## config.mk

```make
export PLATFORM = sky130hd
export DESIGN_NAME = stable_priority_queue
export DESIGN_NICKNAME = d
export VERILOG_FILES = /design/src/spq_pkg.sv /design/src/spq_front.sv /design/src/spq_back.sv /design/src/stable_priority_queue.sv
export SDC_FILE = /design/constraint.sdc
export NUM_CORES = 1
export LEC_CHECK = 0
export ABC_AREA = 1
export BUFFER_PORTS_ARGS = -buffer_cell sky130_fd_sc_hd__buf_2
export CELL_PAD_IN_SITES_DETAIL_PLACEMENT = 1
export CELL_PAD_IN_SITES_GLOBAL_PLACEMENT = 1
export CORE_ASPECT_RATIO = 1.5
export CORE_MARGIN = 2
export CORE_UTILIZATION = 49
export CTS_BUF_LIST = sky130_fd_sc_hd__clkbuf_2
export DETAILED_ROUTE_END_ITERATION = 8
export PLACE_DENSITY_LB_ADDON = 0.1
export SKIP_CTS_REPAIR_TIMING = 1
export SYNTH_ARGS = -nofsm -noshare
export SYNTH_HDL_FRONTEND = slang
export SYNTH_SLANG_ARGS = --single-unit
```

## constraint.sdc

```tcl
create_clock -name clock -period 5.41 [get_ports clock]
set_input_delay 0 -clock clock [delete_from_list [all_inputs] [get_ports clock]]
set_output_delay 0 -clock clock [all_outputs]
set_load 0.05 [all_outputs]
```

## src/spq_pkg.sv

```systemverilog
// ----------------------------------------------------------------------------
// Stable priority queue package
// Shared types and constants for the priority queue front and back parts.
// ----------------------------------------------------------------------------
package spq_pkg;

   localparam int DEPTH  = 16;
   localparam int IDX_W  = $clog2(DEPTH);
   localparam int CNT_W  = $clog2(DEPTH + 1);
   localparam int QDEPTH = 2;

   typedef enum logic [2:0] {
      OP_ADD    = 3'd0,
      OP_POP    = 3'd1,
      OP_PEEK   = 3'd2,
      OP_COUNT  = 3'd3,
      OP_REMOVE = 3'd4,
      OP_EXISTS = 3'd5
   } op_type;

   localparam logic [1:0] ST_OK    = 2'd0;
   localparam logic [1:0] ST_FULL  = 2'd1;
   localparam logic [1:0] ST_EMPTY = 2'd2;

   typedef struct packed {
      logic [2:0]         operation;
      logic signed [31:0] item_value;
      logic [7:0]         item_priority;
   } req_type;

   typedef struct packed {
      logic signed [31:0] out_value;
      logic [7:0]         out_priority;
      logic               found;
      logic [4:0]         match_count;
      logic [1:0]         status;
      logic               last;
   } rsp_type;

   typedef struct packed {
      op_type             op;
      logic signed [31:0] value;
      logic [7:0]         pri;
   } cmd_type;

   typedef struct packed {
      logic [7:0]         pri;
      logic signed [31:0] value;
   } entry_type;

endpackage

```

## src/spq_front.sv

```systemverilog
// ----------------------------------------------------------------------------
// Priority queue front end
// Accepts request beats, drops unknown operations and queues the rest.
// ----------------------------------------------------------------------------
module spq_front (
   input  logic             clock,
   input  logic             reset,
   input  spq_pkg::req_type req_data,
   input  logic             req_valid,
   output logic             req_stall,
   output spq_pkg::cmd_type cmd_data,
   output logic             cmd_valid,
   input  logic             cmd_take
);
   import spq_pkg::*;

   localparam int QP_W = $clog2(QDEPTH);
   localparam int QF_W = $clog2(QDEPTH + 1);

   cmd_type           q_ff [QDEPTH];
   logic [QP_W-1:0]   wr_ff, wr_in, rd_ff, rd_in;
   logic [QF_W-1:0]   fill_ff, fill_in;
   logic              known, push, pull;
   cmd_type           cmd_new;

   assign known     = req_data.operation <= 3'(OP_EXISTS);
   assign req_stall = fill_ff == QF_W'(QDEPTH);
   assign push      = req_valid && !req_stall && known;
   assign pull      = cmd_take && cmd_valid;
   assign cmd_valid = fill_ff != '0;
   assign cmd_data  = q_ff[rd_ff];

   always_comb begin
      cmd_new.op    = op_type'(req_data.operation);
      cmd_new.value = req_data.item_value;
      cmd_new.pri   = req_data.item_priority;
      wr_in   = push ? wr_ff + QP_W'(1) : wr_ff;
      rd_in   = pull ? rd_ff + QP_W'(1) : rd_ff;
      fill_in = fill_ff + QF_W'(push) - QF_W'(pull);
   end

   always_ff @(posedge clock) begin
      if (push) begin
         q_ff[wr_ff] <= cmd_new;
      end
      if (reset) begin
         wr_ff   <= '0;
         rd_ff   <= '0;
         fill_ff <= '0;
      end else begin
         wr_ff   <= wr_in;
         rd_ff   <= rd_in;
         fill_ff <= fill_in;
      end
   end

endmodule

```

## src/spq_back.sv

```systemverilog
// ----------------------------------------------------------------------------
// Priority queue back end
// Holds the sorted store and carries out one queued operation at a time.
// ----------------------------------------------------------------------------
module spq_back (
   input  logic             clock,
   input  logic             reset,
   input  spq_pkg::cmd_type cmd_data,
   input  logic             cmd_valid,
   output logic             cmd_take,
   output spq_pkg::rsp_type rsp_data,
   output logic             rsp_valid,
   input  logic             rsp_stall
);
   import spq_pkg::*;

   typedef enum logic [2:0] {
      S_IDLE, S_READ, S_EVAL, S_INS, S_EMIT
   } state_type;

   entry_type         mem [DEPTH];
   entry_type         rd_data_ff;
   logic              mem_we;
   logic [IDX_W-1:0]  mem_wa;
   entry_type         mem_wd;

   state_type         state_ff, state_in, ret_ff, ret_in;
   cmd_type           cmd_ff, cmd_in;
   logic [CNT_W-1:0]  occ_ff, occ_in, cnt_ff, cnt_in, k_ff, k_in;
   logic [IDX_W-1:0]  idx_ff, idx_in, pos_ff, pos_in;
   logic              hit_ff, hit_in, phase_ff, phase_in;
   rsp_type           res_ff, res_in, out_ff, out_in;
   logic              out_valid_ff, out_valid_in;

   entry_type         d;
   logic              scan_end, out_free, pri_eq, pri_any;
   logic [CNT_W-1:0]  next_idx, cnt_nx, k_nx;
   logic              hit_nx;

   assign rsp_data  = out_ff;
   assign rsp_valid = out_valid_ff;
   assign out_free  = !out_valid_ff || !rsp_stall;

   always_comb begin
      d        = rd_data_ff;
      next_idx = CNT_W'(idx_ff) + CNT_W'(1);
      scan_end = next_idx == occ_ff;
      pri_eq   = d.pri == cmd_ff.pri;
      pri_any  = pri_eq || (cmd_ff.pri == 8'd0);
      cnt_nx   = cnt_ff + CNT_W'(pri_eq);
      k_nx     = k_ff + CNT_W'(1);
      hit_nx   = hit_ff || ((d.value == cmd_ff.value) && pri_any);

      state_in     = state_ff;
      ret_in       = ret_ff;
      cmd_in       = cmd_ff;
      occ_in       = occ_ff;
      cnt_in       = cnt_ff;
      k_in         = k_ff;
      idx_in       = idx_ff;
      pos_in       = pos_ff;
      hit_in       = hit_ff;
      phase_in     = phase_ff;
      res_in       = res_ff;
      out_in       = out_ff;
      out_valid_in = out_valid_ff && rsp_stall;
      cmd_take     = 1'b0;
      mem_we       = 1'b0;
      mem_wa       = idx_ff;
      mem_wd       = d;

      case (state_ff)
         S_IDLE: begin
            if (cmd_valid) begin
               cmd_take   = 1'b1;
               cmd_in     = cmd_data;
               phase_in   = 1'b0;
               hit_in     = 1'b0;
               cnt_in     = '0;
               k_in       = '0;
               idx_in     = '0;
               pos_in     = '0;
               res_in     = '0;
               res_in.last = 1'b1;
               ret_in     = S_IDLE;
               case (cmd_data.op)
                  OP_ADD: begin
                     if (occ_ff == CNT_W'(DEPTH)) begin
                        res_in.status = ST_FULL;
                        state_in      = S_EMIT;
                     end else if (occ_ff == '0) begin
                        state_in = S_INS;
                     end else begin
                        idx_in   = IDX_W'(occ_ff - CNT_W'(1));
                        state_in = S_READ;
                     end
                  end
                  OP_POP, OP_PEEK: begin
                     if (occ_ff == '0) begin
                        res_in.status = ST_EMPTY;
                        state_in      = S_EMIT;
                     end else begin
                        state_in = S_READ;
                     end
                  end
                  default: begin
                     state_in = (occ_ff == '0) ? S_EMIT : S_READ;
                  end
               endcase
            end
         end

         S_READ: begin
            state_in = S_EVAL;
         end

         S_EVAL: begin
            case (cmd_ff.op)
               OP_ADD: begin
                  // Walk down from the tail, moving lower priorities up one place.
                  if (d.pri >= cmd_ff.pri) begin
                     pos_in   = idx_ff + IDX_W'(1);
                     state_in = S_INS;
                  end else begin
                     mem_we = 1'b1;
                     mem_wa = idx_ff + IDX_W'(1);
                     if (idx_ff == '0) begin
                        pos_in   = '0;
                        state_in = S_INS;
                     end else begin
                        idx_in   = idx_ff - IDX_W'(1);
                        state_in = S_READ;
                     end
                  end
               end
               OP_POP, OP_PEEK: begin
                  if (!phase_ff) begin
                     res_in.out_value    = d.value;
                     res_in.out_priority = d.pri;
                     res_in.found        = 1'b1;
                     state_in            = S_EMIT;
                     if (cmd_ff.op == OP_PEEK) begin
                        ret_in = S_IDLE;
                     end else if (occ_ff == CNT_W'(1)) begin
                        occ_in = '0;
                        ret_in = S_IDLE;
                     end else begin
                        phase_in = 1'b1;
                        idx_in   = IDX_W'(1);
                        ret_in   = S_READ;
                     end
                  end else begin
                     mem_we = 1'b1;
                     mem_wa = idx_ff - IDX_W'(1);
                     if (scan_end) begin
                        occ_in   = occ_ff - CNT_W'(1);
                        state_in = S_IDLE;
                     end else begin
                        idx_in   = idx_ff + IDX_W'(1);
                        state_in = S_READ;
                     end
                  end
               end
               OP_COUNT: begin
                  cnt_in = cnt_ff + CNT_W'(pri_any);
                  if (scan_end) begin
                     res_in.found       = cnt_in != '0;
                     res_in.match_count = 5'(cnt_in);
                     state_in           = S_EMIT;
                  end else begin
                     idx_in   = idx_ff + IDX_W'(1);
                     state_in = S_READ;
                  end
               end
               OP_EXISTS: begin
                  hit_in = hit_nx;
                  if (scan_end) begin
                     res_in.found = hit_nx;
                     state_in     = S_EMIT;
                  end else begin
                     idx_in   = idx_ff + IDX_W'(1);
                     state_in = S_READ;
                  end
               end
               OP_REMOVE: begin
                  if (!phase_ff) begin
                     // First pass counts, so that each beat carries the total.
                     cnt_in = cnt_nx;
                     if (!scan_end) begin
                        idx_in   = idx_ff + IDX_W'(1);
                        state_in = S_READ;
                     end else if (cnt_nx == '0) begin
                        state_in = S_EMIT;
                     end else begin
                        phase_in = 1'b1;
                        idx_in   = '0;
                        pos_in   = '0;
                        state_in = S_READ;
                     end
                  end else begin
                     // Second pass emits matches and packs the survivors down.
                     if (!scan_end) begin
                        idx_in = idx_ff + IDX_W'(1);
                     end
                     if (pri_eq) begin
                        k_in                = k_nx;
                        res_in.out_value    = d.value;
                        res_in.out_priority = cmd_ff.pri;
                        res_in.found        = 1'b1;
                        res_in.match_count  = 5'(cnt_ff);
                        res_in.status       = ST_OK;
                        res_in.last         = k_nx == cnt_ff;
                        state_in            = S_EMIT;
                        ret_in              = scan_end ? S_IDLE : S_READ;
                        if (scan_end) begin
                           occ_in = CNT_W'(pos_ff);
                        end
                     end else begin
                        mem_we = 1'b1;
                        mem_wa = pos_ff;
                        pos_in = pos_ff + IDX_W'(1);
                        if (scan_end) begin
                           occ_in   = CNT_W'(pos_ff) + CNT_W'(1);
                           state_in = S_IDLE;
                        end else begin
                           state_in = S_READ;
                        end
                     end
                  end
               end
               default: begin
                  state_in = S_IDLE;
               end
            endcase
         end

         S_INS: begin
            mem_we       = 1'b1;
            mem_wa       = pos_ff;
            mem_wd.pri   = cmd_ff.pri;
            mem_wd.value = cmd_ff.value;
            occ_in       = occ_ff + CNT_W'(1);
            state_in     = S_EMIT;
            ret_in       = S_IDLE;
         end

         S_EMIT: begin
            if (out_free) begin
               out_in       = res_ff;
               out_valid_in = 1'b1;
               state_in     = ret_ff;
            end
         end

         default: begin
            state_in = S_IDLE;
         end
      endcase
   end

   always_ff @(posedge clock) begin
      if (mem_we) begin
         mem[mem_wa] <= mem_wd;
      end
      rd_data_ff <= mem[idx_ff];
   end

   always_ff @(posedge clock) begin
      ret_ff   <= ret_in;
      cmd_ff   <= cmd_in;
      cnt_ff   <= cnt_in;
      k_ff     <= k_in;
      idx_ff   <= idx_in;
      pos_ff   <= pos_in;
      hit_ff   <= hit_in;
      phase_ff <= phase_in;
      res_ff   <= res_in;
      out_ff   <= out_in;
      if (reset) begin
         state_ff     <= S_IDLE;
         occ_ff       <= '0;
         out_valid_ff <= 1'b0;
      end else begin
         state_ff     <= state_in;
         occ_ff       <= occ_in;
         out_valid_ff <= out_valid_in;
      end
   end

endmodule

```

## src/stable_priority_queue.sv

```systemverilog
// ----------------------------------------------------------------------------
// Stable priority queue
// Bounded store of value and priority pairs, highest priority first and
// first-in first-out among equal priorities.
// ----------------------------------------------------------------------------
// Requests arrive on the req_ channel as one beat per operation: add, pop,
// peek, count, remove by priority or exists. Results leave on the rsp_
// channel; every operation gives one beat, except remove, which gives one
// beat per removed entry (one if none match); the final beat sets last.
// Operation codes six and seven are taken and discarded without a result.
// A two-entry command queue sits between the request side and the engine,
// so requests are taken while the engine is busy until that queue fills.
// The engine reads the store through one registered read port, visiting
// each entry in a read state and then an evaluate state. Peek visits only
// the head entry. An empty store or a full add answers without visiting
// the store, and an add to an empty store goes straight to insertion.
// Reset empties the store; stored contents are not cleared. While rsp_stall
// is high the result beat holds and the engine waits before its next beat.
// ----------------------------------------------------------------------------
module stable_priority_queue (
   input  logic             clock,
   input  logic             reset,
   input  logic             req_valid,
   output logic             req_stall,
   input  spq_pkg::req_type req_data,
   output logic             rsp_valid,
   input  logic             rsp_stall,
   output spq_pkg::rsp_type rsp_data
);
   import spq_pkg::*;

   cmd_type cmd_data;
   logic    cmd_valid;
   logic    cmd_take;

   spq_front u_front (
      .clock     (clock),
      .reset     (reset),
      .req_data  (req_data),
      .req_valid (req_valid),
      .req_stall (req_stall),
      .cmd_data  (cmd_data),
      .cmd_valid (cmd_valid),
      .cmd_take  (cmd_take)
   );

   spq_back u_back (
      .clock     (clock),
      .reset     (reset),
      .cmd_data  (cmd_data),
      .cmd_valid (cmd_valid),
      .cmd_take  (cmd_take),
      .rsp_data  (rsp_data),
      .rsp_valid (rsp_valid),
      .rsp_stall (rsp_stall)
   );

   a_reset_idle : assert property (@(posedge clock) reset |=> !rsp_valid)
      else $error("result beat present after reset");

   a_full_beat : assert property (@(posedge clock) disable iff (reset)
      (rsp_valid && rsp_data.status == ST_FULL) |-> (!rsp_data.found && rsp_data.last))
      else $error("dropped add reported a hit or was not final");

   a_empty_beat : assert property (@(posedge clock) disable iff (reset)
      (rsp_valid && rsp_data.status == ST_EMPTY) |-> (!rsp_data.found && rsp_data.last))
      else $error("empty queue beat reported a hit or was not final");

   a_count_bound : assert property (@(posedge clock) disable iff (reset)
      rsp_valid |-> (32'(rsp_data.match_count) <= 32'(DEPTH)))
      else $error("match count beyond store depth");

endmodule
```

# ---- Word-level counts from Yosys, hierarchy flattened
# Memories as Yosys holds them, arrays and structs flattened. A register that Yosys moved wholly into a read port is not among the register bits.
# Index checks and enable logic that the tools add are counted.
dict set report totals {
  ram_bits 726
  memories 2
  regBits 177
  output_inout_bits 51
}
# memory depth width read_ports rd_clocked_by_memory_dff write_ports line
set memory_table {}
lappend memory_table {u_back.mem 16 40 1 1 1 spq_back.sv:21} ;# entry_type mem [DEPTH];
lappend memory_table {u_front.q_ff 2 43 1 1 1 spq_front.sv:20} ;# cmd_type q_ff [QDEPTH];
dict set report classes {
  n_mux 114
  eq_ne 47
  addsub 14
  n_lt_le_gt_ge 2
  reduce_logical 40
}
# op n
set ops {}
lappend ops {{2-to-1 mux 49 bit} 3}
lappend ops {{case mux 49 bit (2 select lines)} 1}
lappend ops {{2-to-1 mux 4 bit} 23}
lappend ops {{case mux 40 bit (2 select lines)} 1}
lappend ops {{2-to-1 mux 5 bit} 13}
lappend ops {{case mux 5 bit (2 select lines)} 6}
lappend ops {{2-to-1 mux 3 bit} 18}
lappend ops {{2-to-1 mux 41 bit} 1}
lappend ops {{2-to-1 mux 40 bit} 1}
lappend ops {{equality test 32 bit} 1}
lappend ops {{case mux 4 bit (2 select lines)} 4}
lappend ops {{2-to-1 mux 1 bit} 26}
lappend ops {{inequality test 3 x 2 -> 1 bit (second input constant)} 7}
lappend ops {{AND reduction 6 bit} 3}
lappend ops {{case mux 4 bit (4 select lines)} 1}
lappend ops {{AND reduction 8 bit} 2}
lappend ops {{equality test 3 x 2 -> 1 bit (second input constant)} 5}
lappend ops {{case mux 3 bit (5 select lines)} 1}
lappend ops {{AND reduction 7 bit} 2}
lappend ops {{inequality test 3 bit (second input constant)} 4}
lappend ops {{inequality test 4 x 2 -> 1 bit (second input constant)} 3}
lappend ops {{inequality test 4 x 3 -> 1 bit (second input constant)} 3}
lappend ops {{case mux 3 bit (4 select lines)} 1}
lappend ops {{case mux 4 bit (3 select lines)} 1}
lappend ops {{other kinds (47)} 86}

# ---- Logic depth before layout (Yosys ltp)
# Gate-level depths: netlist of run 1.
dict set report depth {
  depth_word 8
  ltp_mapped 22
}

# ---- By module
# A second synthesis of run 1 with hierarchy kept.
dict set report unflattened {
  cells_unflattened 2905
  hier_area_um2 37766.2
}
# mod cells_each instances area_per_inst_um2
set by_module_without_submodules {}
lappend by_module_without_submodules {spq_back 2731 1 34199.0}
lappend by_module_without_submodules {spq_front 174 1 3567.2}

# ---- Worst setup path before layout of run 1
# No wires, ideal clock.
dict set report synth_timing {
  path_kind {register to register}
  start {register u_back.cmd_ff[7] (netlist bit)}
  end {memory u_back.mem[12][0] (netlist bit), enable pin}
  t_arrival_ns 4.784
  synth_period_minus_slack_ns 5.271
  stages_incl_launch_ff 17
  setup_ns 0.487
  path_slack_ns 0.139
  path_cell_list {edfxtp_1 > inv_1 > ha_1 > nand2_1 > nor2_2 > nand2_4 > nand2_1 > nor2_2 > nand2_1 > ha_1 > nand2_1 > nand3_1 > nand2_1 > nand2_1 > a21oi_2 > nand2_1 > nor3_1}
}
dict set report synth_via {
  elab_chain_cells 7
}
# item line
set synth_rtl {}
lappend synth_rtl {{start: declaration} spq_back.sv:28} ;# cmd_type cmd_ff, cmd_in;
lappend synth_rtl {{start signal: assignment} spq_back.sv:270} ;# cmd_ff <= cmd_in;
lappend synth_rtl {{branches (longest 7 deep; another with >= comparator 8 bit)} --}
lappend synth_rtl {{end: declaration} spq_back.sv:21}
# Several ways; the timed one is not identified.

# ---- Final worst setup path of run 1
dict set report layout_timing {
  start {register u_back.cmd_ff[6] (netlist bit)}
  end {memory u_back.mem[2][30] (netlist bit), enable pin}
}
# Same word-level chain as after synthesis.

==> run summary, run 1 <==
status = finished, final reports clean
Tcrit/Tclk final = 77.0%
H-tree depth = 4
wire per inst = 26.0 microns
Clock Path Buffers = 3
Via Count = 25,500
crit path launch type = flip-flop
MaxCap Viol Count = 0
TritonCTS clock tree = yes
Max Clock Freq = 0.240 GHz
full die area = 78,700 sq um
port bufs = 97
Starting DRT DRC Count = 2,054
initial core utilization = 49.3%
Worst path slowest cell = nor2_4
Syn-to-layout area delta = 13.9%
placed cell area = 39,300 sq um
core box area = 76,000 sq um
Leakage = 15.0 nW
hold slack = 76.0 ps
1st-pass router iterations = 5
# clock sinks = 942
Finish-stage setup viols = 0
RSZ-0062 raised after global routing = false
#FFs+latches synth = 942
Slew Limit Fails = 0
Post-Syn Instances = 2,852
PwrDens = 554 nW/um^2
Top delay family on crit path = simple AND/OR/NAND/NOR gates
via-per-instance ratio = 5.80
Post-Syn Area = 37,400 sq um
hpwl dp = 67,900 microns
crit path kind = reg -> reg
largest net degree at the start of global routing = 243
met1 WL = 45,600 microns
Post-Synth XOR/XNOR Area = 0.842%
register area share after synthesis = 74.1%
die height = 343 microns
Slew HR = 20.6%
initial antenna violation count = 6
post-synthesis simple-gate area fraction = 9.52%
later-pin clock latency in the skew report = 1540 ps
Fin. Hold Viols = 0
GR Overflow Total = 0
slowest stage delay, CP = 740 ps
Crit path required time = 6580 ps
Mean Syn Cell Area = 13.1 sq um
min Tclk post-route = 4170 ps
Distinct cells, synth = 55
total power = 23.6 mW
Hold Path Class = in -> reg
first-pass GRT wire length = 160,000 microns
Post-layout nets = 3,288
clock root buffer = clkbuf_2
Synth Area in Compound Gates = 10.4%
post-synthesis adder-cell area fraction = 0.769%
VDD IR-drop max = 0.485 mV
Worst Path Max Fanout = 25
most frequent CP cell = nand2_1
Worst Max-Slew Pin Slew = 1190 ps
post-route design area = 42,600 sq um
final std cells w/o fill = 4,400
Final ANT Viol Nets = 0
CP cell instances = inv_1 > ha_1 > nand2_1 > nor2_2 > nand2_4 > nand2_1 > nor2_2 > nand2_1 > ha_1 > nand2_1 > nand3_1 > nand2_1 > nand2_1 > a21oi_2 > nand2_1 > nor2_4 > buf_4
vias in the first global route = 25,900
WL final = 114,000 microns
Highest Signal Layer = met4
I/O pin count = 98
layout cells sized above 1 = 18.6%
mux cell area share after synthesis = 1.20%
number of synthesis warnings = 0
Arr. time, crit path = 5340 ps
final setup TNS = 0 ps
post-synth net total = 2,922
total CTS buffers = 209
Worst Skew = 113 ps
row cnt = 124
DR WL met3 = 6890 microns
Crit. End Element = flip-flop
DR DRC count = 0
Placer Congestion = 0.914
Clock Pin Slew Worst Setup and Hold Paths = 120 ps
placed cells = 3,877
routed wl met2 = 57,000 microns
Buf/Inv on CP = 2
Total GRT Usage = 27.6%
Die X = 230 microns
main combinational cell family by area after synthesis = compound AO/OA/AOI/OAI gates
[state kept, by name (all words and copies together), names as in the netlist, 5 cells and up, named ones only]
signal and count:
u_back.cnt_ff 5, u_back.d 40, u_back.rsp_data 49, u_back.mem 640, u_back.res_ff 49, u_front.q_ff 86
u_back.cmd_ff 43, u_back.k_ff 5, u_back.occ_ff 5
[per-layer routing]
| layer | GRT usage (%) | vias up |
|---|---|---|
| li1 | - | 11300 |
| met1 | 34.3 | 13100 |
| met2 | 44.8 | 896 |
| met3 | 7.05 | 218 |
| met4 | 14.3 | 0 |
| met5 | 0 | - |
[metrics by stage]
stage / setup slack [ps] / util [%]
after global routing: 891 / 56.1
after detailed placement: 1250 / 51.7
after global placement: 1420 / 51.7
after floorplan: 139 / -
after CTS: 1190 / 54.2
final: 1240 / 56.1
[path summary, 6_finish.rpt]
kind                                   start                       endpoint  slack (ps)  depth (start not counted)
min                                req_valid     u_front.wr_ff$_SDFFE_PP0P_          80                          7
min reg2reg  u_back.res_ff[10]$_SDFFCE_PN0P_  u_back.rsp_data[10]$_DFFE_PP_         410                          0
max reg2reg       u_back.cmd_ff[6]$_DFFE_PP_    u_back.mem[2][30]$_DFFE_PP_        1240                         17
max               u_back.cmd_ff[6]$_DFFE_PP_    u_back.mem[2][30]$_DFFE_PP_        1240                         17
[layout by cell type, fill, tap and decap left out, types with 4 or more instances in the layout]
cell type	netlist	routed
o21ai_0	394	391
a21oi_1	20	19
clkinv_1	1	45
nand4_1	14	14
nor2_4	7	24
nor3_2	0	5
nand3_1	84	84
dfxtp_1	54	53
nand2_1	259	259
o21ai_1	2	4
xor2_1	26	26
xnor2_1	10	10
buf_2	27	97
nor3_1	20	15
ha_1	23	23
inv_4	4	5
mux2_2	40	40
o221ai_1	47	47
clkinv_2	0	5
clkbuf_2	1	321
nor2_2	5	5
nand2_2	7	7
or2_2	5	5
a31oi_1	4	4
o22ai_1	134	134
inv_1	124	122
edfxtp_1	888	888
dlygate4sd3_1	0	138
nand2_4	4	4
nor2_1	428	411
a211oi_1	10	10
nand3_2	4	4
buf_4	2	76
inv_2	9	13
diode_2	0	6
o211ai_1	38	38
[logic make-up after synthesis]
| kind of cell | count (synthesis) |
|---|---|
| compound gates | 668 |
| xor+xnor | 36 |
| fa+ha+maj | 23 |
| buf+inv | 297 |
| flops | 942 |
| mux | 40 |
| simple gates | 846 |
[cell type report]
class / count / area [sq um]
fillers: 7802 / 33400
flip-flops and latches: 942 / 27700
multi-input cells: 1613 / 8680
repair buffers: 314 / 2500
clock buffers: 321 / 1610
well taps: 1008 / 1260
inverters: 138 / 538
clock inverters: 58 / 289
diodes: 6 / 15.0
[cell usage after synthesis, drive strengths merged]
cell type	instances	share of area, %
buf	44	0.60
mux2	40	1.2
nor3b	2	0.040
clkbuf	115	1.2
a22oi	3	0.074
xor2	26	0.61
dfxtp	54	2.9
nand3	89	1.3
o32ai	2	0.047
nand4	14	0.23
nor4	3	0.050
nor3	21	0.31
a211oi	10	0.20
a31oi	5	0.12
o2111ai	1	0.023
nor2	442	4.7
o221ai	47	1.1
o211ai	38	0.76
or2	5	0.084
o31ai	2	0.040
inv	137	1.4
edfxtp	888	71
ha	23	0.77
a221oi	1	0.023
a21oi	21	0.29
o41ai	1	0.023
nand2	270	2.8
a2111oi	2	0.047
clkinv	1	0.010
xnor2	10	0.23
o21ai	397	5.3
a211o	1	0.023
o22ai	134	2.2
o21bai	2	0.040
a21o	1	0.020
[power by group]
part | switching [mW] | leakage [nW] | total, mW | internal (mW)
Sequential | 0.624 | 8.59 | 10.5 | 9.87
Combinational | 6.46 | 4.97 | 8.61 | 2.16
Clock | 2.85 | 1.47 | 4.52 | 1.67
[worst min-delay path, cell delays in order]
cell and delay (ps):
dlygate4sd3_1 540, buf_2 130, dlygate4sd3_1 550, nand2_1 80, nor2_1 80, nor2_1 100, nor3_1 60
Power figures use the tool's default switching activity.
==> inputs of run 2 (changes only) <==
--- a/config.mk
+++ b/config.mk
@@ -11,7 +11,7 @@
 export CELL_PAD_IN_SITES_GLOBAL_PLACEMENT = 1
 export CORE_ASPECT_RATIO = 1.5
 export CORE_MARGIN = 2
-export CORE_UTILIZATION = 49
+export CORE_UTILIZATION = 54
 export CTS_BUF_LIST = sky130_fd_sc_hd__clkbuf_2
 export DETAILED_ROUTE_END_ITERATION = 8
 export PLACE_DENSITY_LB_ADDON = 0.1
==> constraint.sdc (replaced) <==
create_clock -name clock -period 4.2 [get_ports clock]
set_input_delay 0 -clock clock [delete_from_list [all_inputs] [get_ports clock]]
set_output_delay 0 -clock clock [all_outputs]
set_load 0.05 [all_outputs]
==> run summary, run 2 (synthesized netlist as in run 1, its figures left out) <==
status = complete, but fails checks
failing checks = slew limit
total power = 31.0 mW (+31%)
via-per-instance ratio = 6.03 (+3.9%)
port bufs = 97 (unchanged)
Placer Congestion = 0.924 (+1.0%)
Buf/Inv on CP = 2 (unchanged)
Hold EP = u_front.wr_ff$_SDFFE_PP0P_
internal power = 18.0 mW (+31%)
Total GRT Usage = 30.9% (+3.3 points)
first-pass GRT wire length = 161,000 microns (+0.63%)
die height = 327 microns (-4.7%)
Die X = 219 microns (-4.7%)
crit path kind = reg -> reg
RSZ-0062 raised after global routing = false
Biggest register = u_back.mem
Arr. time, crit path = 4780 ps (-560 ps)
initial antenna violation count = 6 (unchanged)
initial core utilization = 54.4% (+5.2 points)
CP cell instances = inv_1 > ha_1 > nand2_1 > nor2_1 > nand2_4 > nand2_1 > nor2_2 > nand2_1 > ha_1 > nand2_1 > nand3_1 > nand2_1 > nand2_1 > a21oi_2 > nand2_1 > nor3_4 > buf_12
Top delay family on crit path = simple AND/OR/NAND/NOR gates
Syn-to-layout area delta = 14.6%
met3 Resource Use GR = 6.03% (-1.0 points)
met1 Usage GRT = 37.7% (+3.5 points)
PwrDens = 722 nW/um^2 (+30%)
most frequent cells in the layout = 888 x edfxtp_1, 411 x nor2_1, 394 x o21ai_0
Top Registers = u_back.mem x640, u_front.q_ff x86
Hold Path Class = in -> reg
most frequent CP cell = nand2_1
layout cells sized above 1 = 18.6% (about the same)
DR DRC count = 0 (unchanged)
later-pin clock latency in the skew report = 1500 ps (-40 ps)
max reg flops = 640 (unchanged)
core box area = 68,800 sq um (-9.5%)
final setup margin = 528 ps (-714 ps)
vias in the first global route = 26,300 (+1.8%)
Max Clock Freq = 0.272 GHz (+14%)
Worst path slowest cell = edfxtp_1
I/O pin count = 98 (unchanged)
Hold Path Cell Cnt = 7 (unchanged)
TritonCTS clock tree = yes
min Tclk post-route = 3670 ps (-496 ps)
WL final = 119,000 microns (+4.1%)
clock share of power = 20.2% (+1.1 points)
FF-to-FF path depth = 17 (unchanged)
row cnt = 118 (-4.8%)
min-delay src = req_valid
switching share of power = 41.9% (-0.092 points)
Tcrit/Tclk final = 87.4% (+10 points)
Final ANT Viol Nets = 0 (unchanged)
reg-to-reg setup timing slack = 530 ps (-710 ps)
crit path launch type = flip-flop
reg-to-reg startpoint = u_back.cmd_ff[3]$_DFFE_PP_
Crit. End Element = flip-flop
hold slack = 128 ps (+51.7 ps)
area of the multi-input gates = 8690 sq um (+0.17%)
wire per inst = 27.6 microns (+6.3%)
GR Overflow Total = 0 (unchanged)
Finish-stage setup viols = 0 (unchanged)
CP startpoint = u_back.cmd_ff[3]$_DFFE_PP_
full die area = 71,500 sq um (-9.1%)
met2 Track Usage GR = 53.7% (+8.9 points)
largest net degree at the start of global routing = 263 (+8.2%)
Clock Pin Slew Worst Setup and Hold Paths = 150 ps (+30 ps)
Slew Limit Fails = 38 (+38)
Starting DRT DRC Count = 2,359 (+15%)
fraction of power consumed by sequential logic = 43.9% (-0.5 points)
Slew HR = -0.565% (-21 points)
commonest non-fill, non-tap cell in the layout = edfxtp_1
hpwl dp = 67,800 microns (-0.28%)
Psw = 13.0 mW (+31%)
placed cells = 3,781 (-2.5%)
MaxCap Viol Count = 0 (unchanged)
Worst Skew = 98.6 ps (-14.5 ps)
Sequential Area = 27,700 sq um (unchanged)
Fin. Hold Viols = 0 (unchanged)
FILL cells = 6,936 (-11%)
Worst Max-Slew Pin Slew = 1510 ps (+318 ps)
clock root buffer = clkbuf_2
final core utilization = 62.3% (+6.3 points)
capturing point of the worst reg2reg path = u_back.mem[12][10]$_DFFE_PP_
H-tree depth = 4 (unchanged)
Post-layout nets = 3,299 (+0.33%)
Leakage = 15.2 nW (+1.0%)
final std cells w/o fill = 4,311 (-2.0%)
Logic pwr share = 35.9% (-0.6 points)
1st-pass router iterations = 5 (unchanged)
GR peak layer = met2
slowest stage delay, CP = 420 ps (-320 ps)
# clock sinks = 942 (unchanged)
Worst Path Max Fanout = 40 (+60%)
Clock Path Buffers = 3 (unchanged)
VDD IR-drop max = 0.656 mV (+35%)
Crit path required time = 5310 ps (-1270 ps)
Via Count = 26,000 (+1.8%)
pre-CTS WS = 614 ps (-634 ps)
total CTS buffers = 208 (-0.48%)
-- run 2: cell types whose count changed in the layout (fill, tap and decap cells not counted), moves of 3 or more --
cell	before	now
o21ai_0	391	394
clkinv_1	45	59
clkbuf_2	321	302
buf_12	3	13
nor3_2	5	2
bufinv_16	2	8
nor3_4	1	4
clkinv_2	5	14
-- run 2: worst max path at each step --
stage	end	slack (ps)	cells past startpoint
2_1_floorplan	u_back.mem[15][0]$_DFFE_PP_	-1070	13
3_3_place_gp	u_back.mem[14][10]$_DFFE_PP_	700	17
3_5_place_dp	u_back.mem[12][2]$_DFFE_PP_	610	17
4_1_cts	u_back.mem[12][38]$_DFFE_PP_	500	17
5_1_grt	u_back.mem[12][10]$_DFFE_PP_	250	17
6_report	u_back.mem[12][10]$_DFFE_PP_	530	17
-- run 2: tightest hold or removal path, cell delays in order --
cell and delay, ps:
dlygate4sd3_1 550, buf_2 130, dlygate4sd3_1 550, nand2_1 90, nor2_1 100, nor2_1 110, nor3_1 60
-- run 2: per-layer routing --
layer | up-vias | part of all wire [%]
met5 | - | 0.032
met3 | 300 | 6.2
met2 | 1082 | 52
li1 | 11400 | -
met1 | 13200 | 37
met4 | 6 | 4.6
-- run 2: power groups by stage --
| stage | registers [mW] | logic [mW] | clock network, mW |
|---|---|---|---|
| floorplan | 13.8 | 6.23 | 0 |
| global placement | 13.6 | 10.2 | 0 |
| detailed placement | 13.7 | 10.7 | 0 |
| CTS | 13.5 | 10.7 | 6.18 |
| global route | 13.7 | 12.0 | 6.74 |
| finish | 13.6 | 11.1 | 6.25 |
-- run 2: area by class of cell --
class                           count  area share, %
Multi-Input combinational cell   1613           20.3
Timing Repair Buffer              326           6.32
Antenna cell                        6         0.0350
Inverter                          138           1.25
Sequential cell                   942           64.7
Clock inverter                     84           1.29
Tap cell                          900           2.63
Clock buffer                      302           3.52
-- run 2: metrics by stage --
step,area (sq um),TNS (ps)
4_1_cts,41500,0
2_1_floorplan,37500,-85190
5_1_grt,42900,0
3_3_place_gp,39400,0
3_5_place_dp,39400,0
6_report,42900,0
